[config.mk]
export PLATFORM = sky130hd
export DESIGN_NAME = json_string_literal_decoder
export DESIGN_NICKNAME = d
export VERILOG_FILES = /design/src/hdl/jsd_pkg.sv /design/src/hdl/jsd_core.sv /design/src/hdl/jsd_out.sv /design/src/hdl/json_string_literal_decoder.sv
export SDC_FILE = /design/constraint.sdc
export NUM_CORES = 1
export LEC_CHECK = 0
export ABC_AREA = 0
export BUFFER_PORTS_ARGS = -buffer_cell sky130_fd_sc_hd__buf_4
export CORE_ASPECT_RATIO = 1.2
export CORE_UTILIZATION = 50
export DETAILED_ROUTE_END_ITERATION = 8
export GPL_ROUTABILITY_DRIVEN = 0
export PLACE_DENSITY = 0.74
export SLEW_MARGIN = 40
export SYNTH_ARGS = -nofsm -noshare
export SYNTH_HDL_FRONTEND = slang
export SYNTH_HIERARCHICAL = 1
export SYNTH_SLANG_ARGS = --single-unit
[constraint.sdc]
create_clock -name clk_i -period 9.6 [get_ports clk_i]
set_input_delay 0.48 -clock clk_i [delete_from_list [all_inputs] [get_ports clk_i]]
set_output_delay 0.48 -clock clk_i [all_outputs]
set_load 0.005 [all_outputs]
[src/hdl/jsd_pkg.sv]
// Shared types, codes and helper functions of the JSON string literal decoder.
package jsd_pkg;

  localparam int unsigned MaxRes = 4;

  typedef enum logic [1:0] {
    KIND_BYTE  = 2'd0,
    KIND_CLOSE = 2'd1,
    KIND_ERR   = 2'd2
  } kind_e;

  typedef enum logic [3:0] {
    ERR_NONE      = 4'd0,
    ERR_QUOTE     = 4'd1,
    ERR_UNTERM    = 4'd2,
    ERR_CONTROL   = 4'd3,
    ERR_UTF8      = 4'd4,
    ERR_ESCAPE    = 4'd5,
    ERR_HEX       = 4'd6,
    ERR_SURROGATE = 4'd7,
    ERR_UNPRINT   = 4'd8
  } err_e;

  typedef struct packed {
    err_e       err;
    logic [7:0] data;
    kind_e      kind;
  } res_t;

  typedef struct packed {
    logic [2:0]        cnt;
    res_t [MaxRes-1:0] res;
  } bundle_t;

  localparam logic [7:0] ChQuote = 8'h22;
  localparam logic [7:0] ChBslash = 8'h5C;

  function automatic bundle_t put_one(input kind_e k, input logic [7:0] d, input err_e e);
    bundle_t b;
    b = '0;
    b.cnt = 3'd1;
    b.res[0].kind = k;
    b.res[0].data = d;
    b.res[0].err = e;
    return b;
  endfunction

  function automatic res_t data_res(input logic [7:0] d);
    res_t r;
    r.kind = KIND_BYTE;
    r.data = d;
    r.err = ERR_NONE;
    return r;
  endfunction

  function automatic bundle_t put_cp(input logic [20:0] cp);
    bundle_t b;
    b = '0;
    if (cp < 21'h80) begin
      b.cnt = 3'd1;
      b.res[0] = data_res(cp[7:0]);
    end else if (cp < 21'h800) begin
      b.cnt = 3'd2;
      b.res[0] = data_res({3'b110, cp[10:6]});
      b.res[1] = data_res({2'b10, cp[5:0]});
    end else if (cp < 21'h10000) begin
      b.cnt = 3'd3;
      b.res[0] = data_res({4'b1110, cp[15:12]});
      b.res[1] = data_res({2'b10, cp[11:6]});
      b.res[2] = data_res({2'b10, cp[5:0]});
    end else begin
      b.cnt = 3'd4;
      b.res[0] = data_res({5'b11110, cp[20:18]});
      b.res[1] = data_res({2'b10, cp[17:12]});
      b.res[2] = data_res({2'b10, cp[11:6]});
      b.res[3] = data_res({2'b10, cp[5:0]});
    end
    return b;
  endfunction

  function automatic logic unprintable(input logic [20:0] cp);
    return (cp < 21'h20) || (cp == 21'h7F) || ((cp >= 21'h80) && (cp < 21'hA0));
  endfunction

  // {valid, digit}
  function automatic logic [4:0] hex_val(input logic [7:0] c);
    logic [4:0] r;
    r = '0;
    if (c >= 8'h30 && c <= 8'h39) begin
      r = {1'b1, 4'(c - 8'h30)};
    end else if (c >= 8'h61 && c <= 8'h66) begin
      r = {1'b1, 4'(c - 8'h57)};
    end else if (c >= 8'h41 && c <= 8'h46) begin
      r = {1'b1, 4'(c - 8'h37)};
    end
    return r;
  endfunction

endpackage

[src/hdl/jsd_core.sv]
// Decoder state and per-word step logic producing up to four result words.
module jsd_core
  import jsd_pkg::*;
(
  input  logic       clk_i,
  input  logic       rst_ni,
  input  logic       step_i,
  input  logic [7:0] byte_i,
  input  logic       eot_i,
  input  logic       printable_i,
  output bundle_t    bundle_o
);

  typedef enum logic [8:0] {
    PH_AWAIT   = 9'b000000001,
    PH_SKIP    = 9'b000000010,
    PH_BODY    = 9'b000000100,
    PH_UTF8    = 9'b000001000,
    PH_ESC     = 9'b000010000,
    PH_HEX1    = 9'b000100000,
    PH_SURR_BS = 9'b001000000,
    PH_SURR_U  = 9'b010000000,
    PH_HEX2    = 9'b100000000
  } phase_e;

  phase_e      phase_q, phase_d;
  logic [1:0]  hex_cnt_q, hex_cnt_d;
  logic [20:0] acc_q, acc_d;
  logic [9:0]  hi_q, hi_d;
  logic [1:0]  need_q, need_d;
  logic [1:0]  got_q, got_d;
  logic [7:0]  seq_q [MaxRes];

  logic        seq_we;
  logic [1:0]  seq_idx;
  logic        fail_en;
  err_e        fail_code;
  logic        cp_en;
  logic [20:0] cp_val;
  bundle_t     bun;

  logic [4:0]  hex;
  logic [15:0] acc_hex;
  logic [1:0]  got_n;
  logic [20:0] acc_utf;
  logic [20:0] min_cp;

  assign hex     = hex_val(byte_i);
  assign acc_hex = {acc_q[11:0], hex[3:0]};
  assign got_n   = got_q + 2'd1;
  assign acc_utf = {acc_q[14:0], byte_i[5:0]};

  always_comb begin
    case (need_q)
      2'd1:    min_cp = 21'h80;
      2'd2:    min_cp = 21'h800;
      2'd3:    min_cp = 21'h10000;
      default: min_cp = '0;
    endcase
  end

  always_comb begin
    phase_d   = phase_q;
    hex_cnt_d = hex_cnt_q;
    acc_d     = acc_q;
    hi_d      = hi_q;
    need_d    = need_q;
    got_d     = got_q;
    seq_we    = 1'b0;
    seq_idx   = '0;
    fail_en   = 1'b0;
    fail_code = ERR_NONE;
    cp_en     = 1'b0;
    cp_val    = '0;
    bun       = '0;

    case (phase_q)
      PH_AWAIT: begin
        if (eot_i || byte_i != ChQuote) begin
          fail_en = 1'b1;
          fail_code = ERR_QUOTE;
        end else begin
          phase_d = PH_BODY;
        end
      end
      PH_SKIP: begin
        if (eot_i) begin
          phase_d = PH_AWAIT;
        end else if (byte_i == ChQuote) begin
          phase_d = PH_BODY;
        end
      end
      PH_BODY: begin
        if (eot_i) begin
          fail_en = 1'b1;
          fail_code = ERR_UNTERM;
        end else if (byte_i == ChQuote) begin
          bun = put_one(KIND_CLOSE, 8'h00, ERR_NONE);
          phase_d = PH_AWAIT;
        end else if (byte_i < 8'h20) begin
          fail_en = 1'b1;
          fail_code = ERR_CONTROL;
        end else if (byte_i == ChBslash) begin
          phase_d = PH_ESC;
        end else if (byte_i < 8'h80) begin
          cp_en = 1'b1;
          cp_val = {13'b0, byte_i};
        end else if (byte_i < 8'hC2 || byte_i > 8'hF4) begin
          fail_en = 1'b1;
          fail_code = ERR_UTF8;
        end else begin
          need_d = (byte_i >= 8'hF0) ? 2'd3 : (byte_i >= 8'hE0) ? 2'd2 : 2'd1;
          got_d = '0;
          seq_we = 1'b1;
          seq_idx = '0;
          acc_d = {13'b0, byte_i & (8'h3F >> need_d)};
          phase_d = PH_UTF8;
        end
      end
      PH_UTF8: begin
        if (eot_i || byte_i[7:6] != 2'b10) begin
          fail_en = 1'b1;
          fail_code = ERR_UTF8;
        end else begin
          got_d = got_n;
          seq_we = 1'b1;
          seq_idx = got_n;
          acc_d = acc_utf;
          if (got_n >= need_q) begin
            if (acc_utf < min_cp || acc_utf > 21'h10FFFF ||
                (acc_utf >= 21'hD800 && acc_utf <= 21'hDFFF)) begin
              fail_en = 1'b1;
              fail_code = ERR_UTF8;
            end else if (printable_i && unprintable(acc_utf)) begin
              fail_en = 1'b1;
              fail_code = ERR_UNPRINT;
            end else begin
              bun.cnt = {1'b0, need_q} + 3'd1;
              for (int i = 0; i < MaxRes; i++) begin
                if (i < int'(need_q)) begin
                  bun.res[i] = data_res(seq_q[i]);
                end else if (i == int'(need_q)) begin
                  bun.res[i] = data_res(byte_i);
                end
              end
              phase_d = PH_BODY;
            end
          end
        end
      end
      PH_ESC: begin
        if (eot_i) begin
          fail_en = 1'b1;
          fail_code = ERR_UNTERM;
        end else begin
          case (byte_i)
            8'h22, 8'h5C, 8'h2F: begin
              cp_en = 1'b1;
              cp_val = {13'b0, byte_i};
            end
            8'h62: begin
              cp_en = 1'b1;
              cp_val = 21'h08;
            end
            8'h66: begin
              cp_en = 1'b1;
              cp_val = 21'h0C;
            end
            8'h6E: begin
              cp_en = 1'b1;
              cp_val = 21'h0A;
            end
            8'h72: begin
              cp_en = 1'b1;
              cp_val = 21'h0D;
            end
            8'h74: begin
              cp_en = 1'b1;
              cp_val = 21'h09;
            end
            8'h75: begin
              hex_cnt_d = '0;
              acc_d = '0;
              phase_d = PH_HEX1;
            end
            default: begin
              fail_en = 1'b1;
              fail_code = ERR_ESCAPE;
            end
          endcase
        end
      end
      PH_HEX1, PH_HEX2: begin
        if (eot_i || !hex[4]) begin
          fail_en = 1'b1;
          fail_code = ERR_HEX;
        end else begin
          acc_d = {5'b0, acc_hex};
          if (hex_cnt_q != 2'd3) begin
            hex_cnt_d = hex_cnt_q + 2'd1;
          end else begin
            hex_cnt_d = '0;
            if (phase_q == PH_HEX1) begin
              if (acc_hex[15:10] == 6'b110111) begin
                fail_en = 1'b1;
                fail_code = ERR_SURROGATE;
              end else if (acc_hex[15:10] == 6'b110110) begin
                hi_d = acc_hex[9:0];
                phase_d = PH_SURR_BS;
              end else begin
                cp_en = 1'b1;
                cp_val = {5'b0, acc_hex};
              end
            end else begin
              if (acc_hex[15:10] != 6'b110111) begin
                fail_en = 1'b1;
                fail_code = ERR_SURROGATE;
              end else begin
                cp_en = 1'b1;
                cp_val = {1'b0, hi_q, acc_hex[9:0]} + 21'h10000;
              end
            end
          end
        end
      end
      PH_SURR_BS: begin
        if (eot_i || byte_i != ChBslash) begin
          fail_en = 1'b1;
          fail_code = ERR_SURROGATE;
        end else begin
          phase_d = PH_SURR_U;
        end
      end
      PH_SURR_U: begin
        if (eot_i || byte_i != 8'h75) begin
          fail_en = 1'b1;
          fail_code = ERR_SURROGATE;
        end else begin
          hex_cnt_d = '0;
          acc_d = '0;
          phase_d = PH_HEX2;
        end
      end
      default: begin
        if (eot_i) begin
          fail_en = 1'b1;
          fail_code = ERR_SURROGATE;
        end else begin
          phase_d = PH_SKIP;
        end
      end
    endcase

    if (cp_en) begin
      if (printable_i && unprintable(cp_val)) begin
        fail_en = 1'b1;
        fail_code = ERR_UNPRINT;
      end else begin
        bun = put_cp(cp_val);
        phase_d = PH_BODY;
      end
    end
    if (fail_en) begin
      bun = put_one(KIND_ERR, 8'h00, fail_code);
      phase_d = eot_i ? PH_AWAIT : PH_SKIP;
    end
  end

  assign bundle_o = bun;

  always_ff @(posedge clk_i or negedge rst_ni) begin
    if (!rst_ni) begin
      phase_q   <= PH_AWAIT;
      hex_cnt_q <= '0;
      acc_q     <= '0;
      hi_q      <= '0;
      need_q    <= '0;
      got_q     <= '0;
    end else if (step_i) begin
      phase_q   <= phase_d;
      hex_cnt_q <= hex_cnt_d;
      acc_q     <= acc_d;
      hi_q      <= hi_d;
      need_q    <= need_d;
      got_q     <= got_d;
    end
  end

  always_ff @(posedge clk_i) begin
    if (step_i && seq_we) begin
      seq_q[seq_idx] <= byte_i;
    end
  end

endmodule

[src/hdl/jsd_out.sv]
// Result register that holds one bundle of words and sends them out one per cycle while m_axis_tready is high.
module jsd_out
  import jsd_pkg::*;
(
  input  logic        clk_i,
  input  logic        rst_ni,
  input  logic        load_i,
  input  bundle_t     bundle_i,
  output logic        free_o,
  output logic        m_axis_tvalid,
  input  logic        m_axis_tready,
  output logic [15:0] m_axis_tdata,
  output logic [1:0]  m_axis_tuser,
  output logic        m_axis_tlast
);

  logic       vld_q, vld_d;
  bundle_t    bun_q;
  logic [1:0] idx_q, idx_d;
  res_t       cur;
  logic       at_last;
  logic       fire;

  assign cur     = bun_q.res[idx_q];
  assign at_last = ({1'b0, idx_q} + 3'd1) == bun_q.cnt;
  assign fire    = vld_q && m_axis_tready;
  assign free_o  = !vld_q || (m_axis_tready && at_last);

  assign m_axis_tvalid = vld_q;
  assign m_axis_tdata  = {4'b0, cur.err, cur.data};
  assign m_axis_tuser  = cur.kind;
  assign m_axis_tlast  = at_last;

  always_comb begin
    vld_d = vld_q;
    idx_d = idx_q;
    if (fire) begin
      if (at_last) begin
        vld_d = 1'b0;
        idx_d = '0;
      end else begin
        idx_d = idx_q + 2'd1;
      end
    end
    if (load_i) begin
      vld_d = 1'b1;
      idx_d = '0;
    end
  end

  always_ff @(posedge clk_i or negedge rst_ni) begin
    if (!rst_ni) begin
      vld_q <= 1'b0;
      idx_q <= '0;
    end else begin
      vld_q <= vld_d;
      idx_q <= idx_d;
    end
  end

  always_ff @(posedge clk_i) begin
    if (load_i) begin
      bun_q <= bundle_i;
    end
  end

  a_cnt_range: assert property (@(posedge clk_i) disable iff (!rst_ni)
    vld_q |-> (bun_q.cnt != 3'd0) && (bun_q.cnt <= 3'd4))
    else $error("held bundle has an impossible word count");

  a_idx_range: assert property (@(posedge clk_i) disable iff (!rst_ni)
    vld_q |-> ({1'b0, idx_q} < bun_q.cnt))
    else $error("word index runs past bundle count");

  a_marker_last: assert property (@(posedge clk_i) disable iff (!rst_ni)
    (vld_q && cur.kind != KIND_BYTE) |-> at_last)
    else $error("end marker or error word is not the last of its bundle");

  a_load_free: assert property (@(posedge clk_i) disable iff (!rst_ni)
    load_i |-> free_o)
    else $error("bundle loaded over words not yet sent");

endmodule

[src/hdl/json_string_literal_decoder.sv]
// Top level of the JSON string literal decoder: input register, decoder, result register.
//
// Input stream (s_axis_*): one text byte per word; tuser set marks end of text.
// Output stream (m_axis_*): one result word per decoded byte, end marker or error;
// tuser gives the kind, tlast marks the last word caused by one input word.
// Config: cfg_we_i writes cfg_wdata_i into the printable-only flag; write it only
// while the block is idle.
// Path: an accepted word is held in the input register and is decoded into the result
// register when that register is free; its first result word is then offered on m_axis.
// Throughput: one input word per cycle while m_axis_tready is high and every word yields
// at most one result; a word yielding k results (raw or escaped multi-byte UTF-8, up to
// four) holds the result register until its last result is taken, since results leave one per cycle through m_axis.
// Reset: the decoder waits for an opening quote, printable-only is cleared, both
// registers are empty.
// Stall: when m_axis_tready is low the result register holds, the input register
// fills, and s_axis_tready drops; no word is lost or repeated.
module json_string_literal_decoder
  import jsd_pkg::*;
(
  input  logic        clk_i,
  input  logic        rst_ni,
  input  logic        cfg_we_i,
  input  logic        cfg_wdata_i,
  input  logic        s_axis_tvalid,
  output logic        s_axis_tready,
  input  logic [7:0]  s_axis_tdata,   // [7:0] text_byte
  input  logic        s_axis_tuser,   // [0] end_of_text
  output logic        m_axis_tvalid,
  input  logic        m_axis_tready,
  output logic [15:0] m_axis_tdata,   // [7:0] out_byte, [11:8] error_code, [15:12] zero
  output logic [1:0]  m_axis_tuser,   // [1:0] kind
  output logic        m_axis_tlast
);

  logic       prn_q;
  logic       in_vld_q;
  logic [7:0] in_byte_q;
  logic       in_eot_q;
  logic       out_free;
  logic       step;
  bundle_t    bun;

  assign step          = in_vld_q && out_free;
  assign s_axis_tready = !in_vld_q || step;

  always_ff @(posedge clk_i or negedge rst_ni) begin
    if (!rst_ni) begin
      prn_q    <= 1'b0;
      in_vld_q <= 1'b0;
    end else begin
      if (cfg_we_i) begin
        prn_q <= cfg_wdata_i;
      end
      if (s_axis_tvalid && s_axis_tready) begin
        in_vld_q <= 1'b1;
      end else if (step) begin
        in_vld_q <= 1'b0;
      end
    end
  end

  always_ff @(posedge clk_i) begin
    if (s_axis_tvalid && s_axis_tready) begin
      in_byte_q <= s_axis_tdata;
      in_eot_q  <= s_axis_tuser;
    end
  end

  jsd_core u_core (
    .clk_i       (clk_i),
    .rst_ni      (rst_ni),
    .step_i      (step),
    .byte_i      (in_byte_q),
    .eot_i       (in_eot_q),
    .printable_i (prn_q),
    .bundle_o    (bun)
  );

  jsd_out u_out (
    .clk_i         (clk_i),
    .rst_ni        (rst_ni),
    .load_i        (step && (bun.cnt != 3'd0)),
    .bundle_i      (bun),
    .free_o        (out_free),
    .m_axis_tvalid (m_axis_tvalid),
    .m_axis_tready (m_axis_tready),
    .m_axis_tdata  (m_axis_tdata),
    .m_axis_tuser  (m_axis_tuser),
    .m_axis_tlast  (m_axis_tlast)
  );

endmodule

* Yosys cells after proc, flatten, opt, wreduce, memory -nomap -nowiden *
Memory sizes are Yosys's and may differ from the RTL's.
Cells that the tools add are included.
W data, S select, Z words.

operators by class
  magnitude comparators = 30
  $add $sub $neg = 9
  bitwise logic cells = 10
  equal/unequal tests = 46
  multiplexer cells = 184
  reductions and logical operators = 49
  shift-type cells = 1

operators with widths
  cell                   number
  $mux W59               8
  $mux W9                26
  $mux W21               10
  $mux W15               11
  $pmux W59 S2           1
  $pmux W15 S5           1
  $pmux W9 S8            1
  $mux W14               5
  $lt A21 B8 Y1 const B  3
  $pmux W21 S3           1
  $mux W4                15
  $mux W57               1
  $eq A8 B7 Y1 const B   7
  $mux W28               2
  $mux W1                51
  $pmux W17 S3           1
  $mux W10               5
  $pmux W8 S6            1
  $eq A21 B7 Y1 const B  2
  $ge A21 B8 Y1 const B  2
  $lt A21 B6 Y1 const B  2
  $mux W42               1
  $mux W2                20
  $mux W36               1
  74 further kinds       151

storage, ports and cells
  output and inout port bits = 21
  input bits = 15
  logic and storage cells = 355
  memories = 1
  memory bits (writable) = 32
  register bits = 113

memory list
  name          depth  bits a word  rd ports  clocked after memory_dff  wr ports  line            text
  u_core.seq_q  4      8            3         0                         1         jsd_core.sv:32  logic [7:0] seq_q [MaxRes];

* Depth between registers and ports, before layout *
Gate-level depths: netlist of the first run.

  word-level depth = 22
  mapped depth = 16
  gate-level depth less buffers = 13

* By module *
Netlist of the first run, hierarchy kept.

modules (own cells, without submodules)
  module                       instances  area each (um^2)  seq. area each (um^2)  cells each
  jsd_core                     1          6319.8            1722.9                 821
  jsd_out                      1          2402.3            1846.8                 100
  json_string_literal_decoder  1          376.6             320.3                  17

* Worst setup path before layout of the first run *
Ideal clock, no wire load.

  path kind = register -> register
  start point = register in_byte_q[0]
  end point = register u_out/bun_q[0] in the netlist's numbering (enable)
  buffers on the path = 2
  stages on the path, launching flop included = 15
  library setup time = 0.394 ns
  path slack = 4.718 ns
  clock period less this slack = 4.882 ns
  data required time = 9.206 ns
  arrival time = 4.488 ns
  path through = edfxtp_1 > clkbuf_1 > inv_1 > ha_1 > o21bai_1 > a2111oi_1 > o211ai_1 > nor2_2 > a22oi_1 > nand3_1 > and2_4 > o21ai_4 > buf_6 > o31ai_1 > o31a_2

RTL lines
  element                 line                               text
  from (decl)             json_string_literal_decoder.sv:37  logic [7:0] in_byte_q;
  from (signal assigned)  json_string_literal_decoder.sv:64  in_byte_q <= s_axis_tdata;
  to (signal assigned)    jsd_out.sv:63                      bun_q <= bundle_i;
  to (decl)               jsd_out.sv:18                      bundle_t bun_q;

==> flow_metrics.tcl, run 1 <==
set metrics [dict create \
    fmax_mhz 187 \
    cts_buffers 17 \
    slowest_stage "mux2i_1" \
    syn_inst 938 \
    drc 0 \
    synth-xor-area-share_pct 1.24 \
    synth_top_family_by_area "simple AND/OR/NAND/NOR gates" \
    fin_total_pwr_w 0.00256 \
    postCtsResizedCells 0 \
    cts_root_buffer "clkbuf_16" \
    synth_fa_ha_area_share_pct 2.20 \
    status "finished clean" \
    synth_ff_type "edfxtp_1" \
    leakagePower_nw 3.66 \
    setup_viol 0 \
    final_core_util_pct 56.4 \
    wire_per_inst_um 22.8 \
    fill_cells 1516 \
    core_area_um2 17600 \
    wl_um 26400 \
    synthMuxAreaShare_pct 6.96 \
    crit_required_ns 9.66 \
    grt-ovfl-total 0 \
    dp_hpwl_um 18800 \
    slowest_delay_ns 0.84 \
    tns_ns 0 \
    reg2regPathDepth 11 \
    worstPathMaxFanout 62 \
    clockBufferDepth 2 \
    hold_viol_final 0 \
    seqCellArea_um2 3890 \
    crit_type "flop to flop" \
    num_vias 8083 \
    io_pins 36 \
    vdd_drop_max_v 0.000130 \
    r2r_setup_slack_ns 4.25 \
    async_reset_ff_share_pct 32.8 \
    drv_cap 0 \
    layout_worst_path_cycle_share_pct 55.7 \
    slew-limit-headroom_pct 43.8 \
    synthMostInstantiatedCell "edfxtp_1" \
    drv_slew 0 \
    grt_pass1_wl_um 40400 \
    layout.cells.non_filler 1162 \
    synth_top_area_share_pct 30.4 \
    synth-edff-count 92 \
    grt_usage_pct 28.5 \
    areaGrowthSynthToFinish_pct 9.30 \
    postCtsSetupBuffers 0 \
    die_h_um 150 \
    final_layout_size_suffix_gt1_share_pct 13.4 \
    ant_nets 0 \
    synth_top_cell_by_area "edfxtp_1" \
    grt_max_degree 63 \
    layout.nets 960 \
    cts.sinks 137 \
    antenna_found_initial 0 \
    clkSlewWorstSetupHoldPaths_ns 0.07 \
    synth_cell_types 91 \
    rr_endpoint "u_out/bun_q[53]$_DFFE_PP_" \
    syn_avg_cell_area_um2 9.70 \
    grt_pass1_vias 7265 \
    ys_warn_count 6 \
    cp.arrival_ns 5.41 \
    cp-end-kind "flop" \
    rsz0062_at_grt "false" \
    synth.yosys.seq_area_share_pct 42.8 \
    antennaDiodeCount 0 \
    dieArea_um2 18700 \
    clk_latency_ns 0.43 \
    rows 53 \
    p_per_area_nw_per_um2 258 \
    drtIter0Drc 1427 \
    setup_ws_ns 4.25 \
    start_util_pct 51.6 \
    cts_tree "built" \
    pre_cts_slack_ns 4.46 \
    worst_pin_slew_ns 0.836 \
    post-route-min-period_ns 5.35 \
    syn_area_um2 9100 \
    synth-simple-area-share_pct 20.9 \
    port_buffers 31 \
    ys_seq_elements 137 \
    finClkSkew_ns 0.00904 \
    multiInputGateArea_um2 4770 \
    path_cells "nor3_1 -> nand4_1 -> mux2i_1 -> nor2_2 -> a22oi_1 -> nand3_1 -> a21oi_2 -> nor2_1 -> o211ai_2 -> o31a_2 -> buf_4" \
    synthTopCellsByCount "edfxtp_1 (92), nand2_1 (74), nor2_1 (71)" \
    firstDrtPassIters 9 \
    postCtsHoldBufs 0 \
    dp_cells 1130 \
    cts_max_level 4 \
    synth-compound-area-share_pct 19.9 \
    fp.dieW_um 125 \
    timing.rr.start "u_core/phase_q[8]$_DFFE_PN0P_" \
    via_per_inst 6.96 \
    synthTopCellsByArea "edfxtp_1 (30%), dfrtp_1 (12%), mux4_1 (4.0%)" \
    crit_path_start_kind "flop" \
    hold_class "input port to asynchronous set/reset pin" \
]
-- stage by stage --
stage               hold WS, ns  area, um^2
finish                   0.0682        9940
global placement          0.480        9330
floorplan                 0.184        9180
global route              0.108        9940
detailed placement        0.496        9340
CTS                      0.0852        9940
-- cell families after synthesis --
family	after synthesis
DFF	137
adders and majority gates	16
buffers and inverters	113
AOI/OAI and AO/OA	264
muxes	39
other	2
and+or+nand+nor	355
xor gates and xnor gates	12
-- worst max-delay path, delay by kind of cell (launching register included) --
family          cells  cell delay [ns]
simple gates        5             1.88
compound gates      4             1.10
buf+inv             1             0.58
mux                 1             0.84
flops               1             0.55
-- sequential cells by signal, summed over array words and instances, names as in the netlist, 8 cells and up --
signal / cells
u_out/bun_q: 59
u_core/seq_q: 24
u_core/acc_q: 15
u_core/hi_q: 10
u_core/phase_q: 9
in_byte_q: 8
-- cell usage in the layout, fill, tap and decap left out, types with 18 or more instances in the layout --
master    count
edfxtp_1     92
nand2_1      74
nor2_1       71
o21ai_0      63
a21oi_1      53
buf_4        44
dfrtp_1      43
nor3_1       31
nand3_1      31
conb_1       23
inv_1        20
and3_1       20
nand2b_1     18
-- per-layer routing --
layer  vias up  GRT usage (%)  part of all wire, %
li1       3556              -                    -
met1      3764           34.5                   38
met2       606           45.8                   46
met3       157           6.26                  9.9
met4         0           19.1                  6.6
met5         -              0                    0
-- worst max path at each step --
stage | from | endpoint | slack [ns] | depth (start not counted)
finish | u_core/phase_q[8]$_DFFE_PN0P_ | u_out/bun_q[53]$_DFFE_PP_ | 4.25 | 11
CTS | u_core/phase_q[8]$_DFFE_PN0P_ | u_out/m_axis_tvalid$_DFFE_PN0P_ | 4.47 | 12
global placement | in_byte_q[1]$_DFFE_PP_ | u_out/bun_q[38]$_DFFE_PP_ | 4.39 | 13
floorplan | in_byte_q[0]$_DFFE_PP_ | u_out/bun_q[0]$_DFFE_PP_ | 4.72 | 14
global route | u_core/phase_q[8]$_DFFE_PN0P_ | u_out/m_axis_tvalid$_DFFE_PN0P_ | 3.98 | 12
detailed placement | u_core/phase_q[8]$_DFFE_PN0P_ | u_out/m_axis_tvalid$_DFFE_PN0P_ | 4.46 | 12
-- where the power goes --
| group | internal, W | total (W) | leakage, nW | switching, W |
|---|---|---|---|---|
| logic | 0.000355 | 0.000915 | 1.93 | 0.000559 |
| clock network | 0.000373 | 0.000664 | 0.298 | 0.000291 |
| registers | 0.000827 | 0.000985 | 1.43 | 0.000158 |
| total | 0.00156 | 0.00256 | 3.66 | 0.00101 |
-- area by class of cell --
type                            count  area share (%)
Clock buffer                       17            4.28
Timing Repair Buffer               44            3.32
Sequential cell                   137            39.1
Multi-Input combinational cell    709            48.0
Tap cell                          220            2.77
Clock inverter                     15            1.77
Inverter                           20           0.755
(Power assumes the default switching activity.)
==> run 2: changes to the inputs <==
Settings changed: PLACE_DENSITY 0.74 to 0.76.
Clock period 9.6 ns to 4.4 ns, I/O delays scaled along.
==> flow_metrics.tcl, run 2 (same netlist as run 1, synthesis figures left out) <==
set metrics [dict create \
    drtIter0Drc 1217 \
    crit_start "u_core/phase_q[0]$_DFFE_PN1P_" \
    crit_required_ns 4.59 \
    cp_num_buf_inv 1 \
    crit_type "flop to flop" \
    top_register "u_out/bun_q" \
    layout.cells.non_filler 1237 \
    hold_viol_final 0 \
    hold_class "input port to flop" \
    p_comb_share_pct 41.1 \
    cts_max_level 4 \
    path_cells "or4_1 -> or4_4 -> a2111oi_4 -> nand3_1 -> a221oi_1 -> nand4_1 -> and2_4 -> o21ai_4 -> o31ai_1 -> o31a_4 -> buf_12" \
    clkSlewWorstSetupHoldPaths_ns 0.07 \
    drc 0 \
    slew-limit-headroom_pct 46.0 \
    switching_share_pct 39.0 \
    holdPathStages 2 \
    wl_um 27900 \
    final_cell_mix "buf_4 (106), edfxtp_1 (92), nand2_1 (74)" \
    grt_usage_pct 30.6 \
    slowest_stage "or4_4" \
    cp-end-kind "flop" \
    fmax_mhz 237 \
    io_pins 36 \
    grt-ovfl-total 0 \
    reg_top3 "u_out/bun_q: 59 flops, u_core/seq_q: 24 flops, u_core/acc_q: 15 flops" \
    cp_top_family "simple AND/OR/NAND/NOR gates" \
    layout_worst_path_cycle_share_pct 96.1 \
    dp_hpwl_um 20100 \
    intPower_w 0.00358 \
    p_per_area_nw_per_um2 556 \
    antennaDiodeCount 0 \
    final_layout_size_suffix_gt1_share_pct 18.5 \
    p_clk_share_pct 24.7 \
    grt_max_degree 46 \
    cts_root_buffer "clkbuf_16" \
    min_from "cfg_wdata_i" \
    cts.sinks 137 \
    ant_nets 0 \
    reg2regPathDepth 11 \
    die_h_um 150 \
    tns_ns 0 \
    leakagePower_nw 4.03 \
    dieArea_um2 18700 \
    antenna_found_initial 0 \
    rows 53 \
    clockBufferDepth 2 \
    grt_pass1_vias 7882 \
    wire_per_inst_um 22.6 \
    via_per_inst 6.70 \
    drv_slew 0 \
    fp.dieW_um 125 \
    clk_latency_ns 0.43 \
    postCtsSetupBuffers 0 \
    core_area_um2 17600 \
    dpl_cell_area_um2 9850 \
    layout.nets 1035 \
    setup_viol 0 \
    dp_cells 1194 \
    post-route-min-period_ns 4.23 \
    cp.arrival_ns 4.41 \
    fill_cells 1482 \
    num_vias 8292 \
    final_area_um2 10600 \
    vdd_drop_max_v 0.000275 \
    slowest_delay_ns 0.59 \
    layout_commonest_cell "buf_4" \
    firstDrtPassIters 8 \
    status "finished clean" \
    worst_pin_slew_ns 0.788 \
    timing.rr.start "u_core/phase_q[0]$_DFFE_PN1P_" \
    power.switching_w 0.00229 \
    grt_pass1_wl_um 43500 \
    cts_buffers 17 \
    finClkSkew_ns 0.0120 \
    start_util_pct 51.6 \
    areaGrowthSynthToFinish_pct 16.0 \
    port_buffers 31 \
    postCtsResizedCells 0 \
    worstPathMaxFanout 28 \
    pwr-share-seq_pct 34.2 \
    crit_cells 11 \
    crit_path_start_kind "flop" \
    rsz0062_at_grt "false" \
    cts_tree "built" \
    drv_cap 0 \
    largest_reg_flops 59 \
]
[run 2: layout make-up]
class | instances | area, um^2 | share of cell area, %
Tap cell | 220 | 275 | 2.61
Multi-Input combinational cell | 709 | 4770 | 45.2
Timing Repair Buffer | 119 | 946 | 8.96
Clock inverter | 15 | 174 | 1.65
Clock buffer | 17 | 425 | 4.03
Inverter | 20 | 75.1 | 0.711
Sequential cell | 137 | 3890 | 36.8
[run 2: repair_timing]
action                                 in CTS  in global routing
hold buffers                               11                  0
setup endpoints to repair                   0                 48
endpoints found under the hold margin      54                  0
[run 2: per-stage QoR]
| step | setup WS (ns) | total power, W | hold slack, ns | util [%] |
|---|---|---|---|---|
| floorplan | 0.0486 | 0.00343 | -0.0756 | - |
| detailed placement | 0.188 | 0.00435 | 0.293 | 55.8 |
| global placement | 0.270 | 0.00429 | 0.284 | 55.8 |
| finish | 0.172 | 0.00587 | 0.0239 | 59.9 |
| CTS | 0.176 | 0.00581 | 0.0161 | 59.9 |
| global route | 0.000331 | 0.00612 | 0.0146 | 59.9 |
[run 2: per-layer routing]
| layer | wire, um | vias to the layer above | GRT usage, % |
|---|---|---|---|
| met3 | 2670 | 148 | 5.90 |
| met1 | 10400 | 3855 | 37.8 |
| met2 | 13100 | 593 | 49.6 |
| met5 | 0 | - | 0 |
| li1 | - | 3696 | - |
| met4 | 1780 | 0 | 19.1 |
[run 2: worst paths after layout]
| check | endpoint | slack (ns) |
|---|---|---|
| worst max-delay path | u_out/bun_q[21]$_DFFE_PP_ | 0.17 |
| max in group asynchronous | u_core/hi_q[9]$_DFFE_PN0P_ | 3.61 |
| min in group asynchronous | u_core/phase_q[7]$_DFFE_PN0P_ | 0.36 |
| worst max register to register | u_out/bun_q[21]$_DFFE_PP_ | 0.17 |
| worst min-delay path | prn_q$_DFFE_PN0P_ | 0.02 |
| worst min register to register | u_core/hex_cnt_q[1]$_DFFE_PN0P_ | 0.51 |
[run 2: worst register-to-register path, delay by kind of cell, from the launching register on]
family                 cells  cell delay, ns
DFF                        1            0.41
buffers and inverters      1            0.21
and+or+nand+nor            5            1.78
AOI/OAI and AO/OA          5            1.58
[run 2: power by group through the flow]
stage / logic (W) / registers, W / clock network [W]
final: 0.00241 / 0.00201 / 0.00145
after CTS: 0.00234 / 0.00201 / 0.00146
after detailed placement: 0.00232 / 0.00203 / 0
after global placement: 0.00228 / 0.00201 / 0
after global routing: 0.00257 / 0.00205 / 0.00151
after floorplan: 0.00149 / 0.00193 / 0
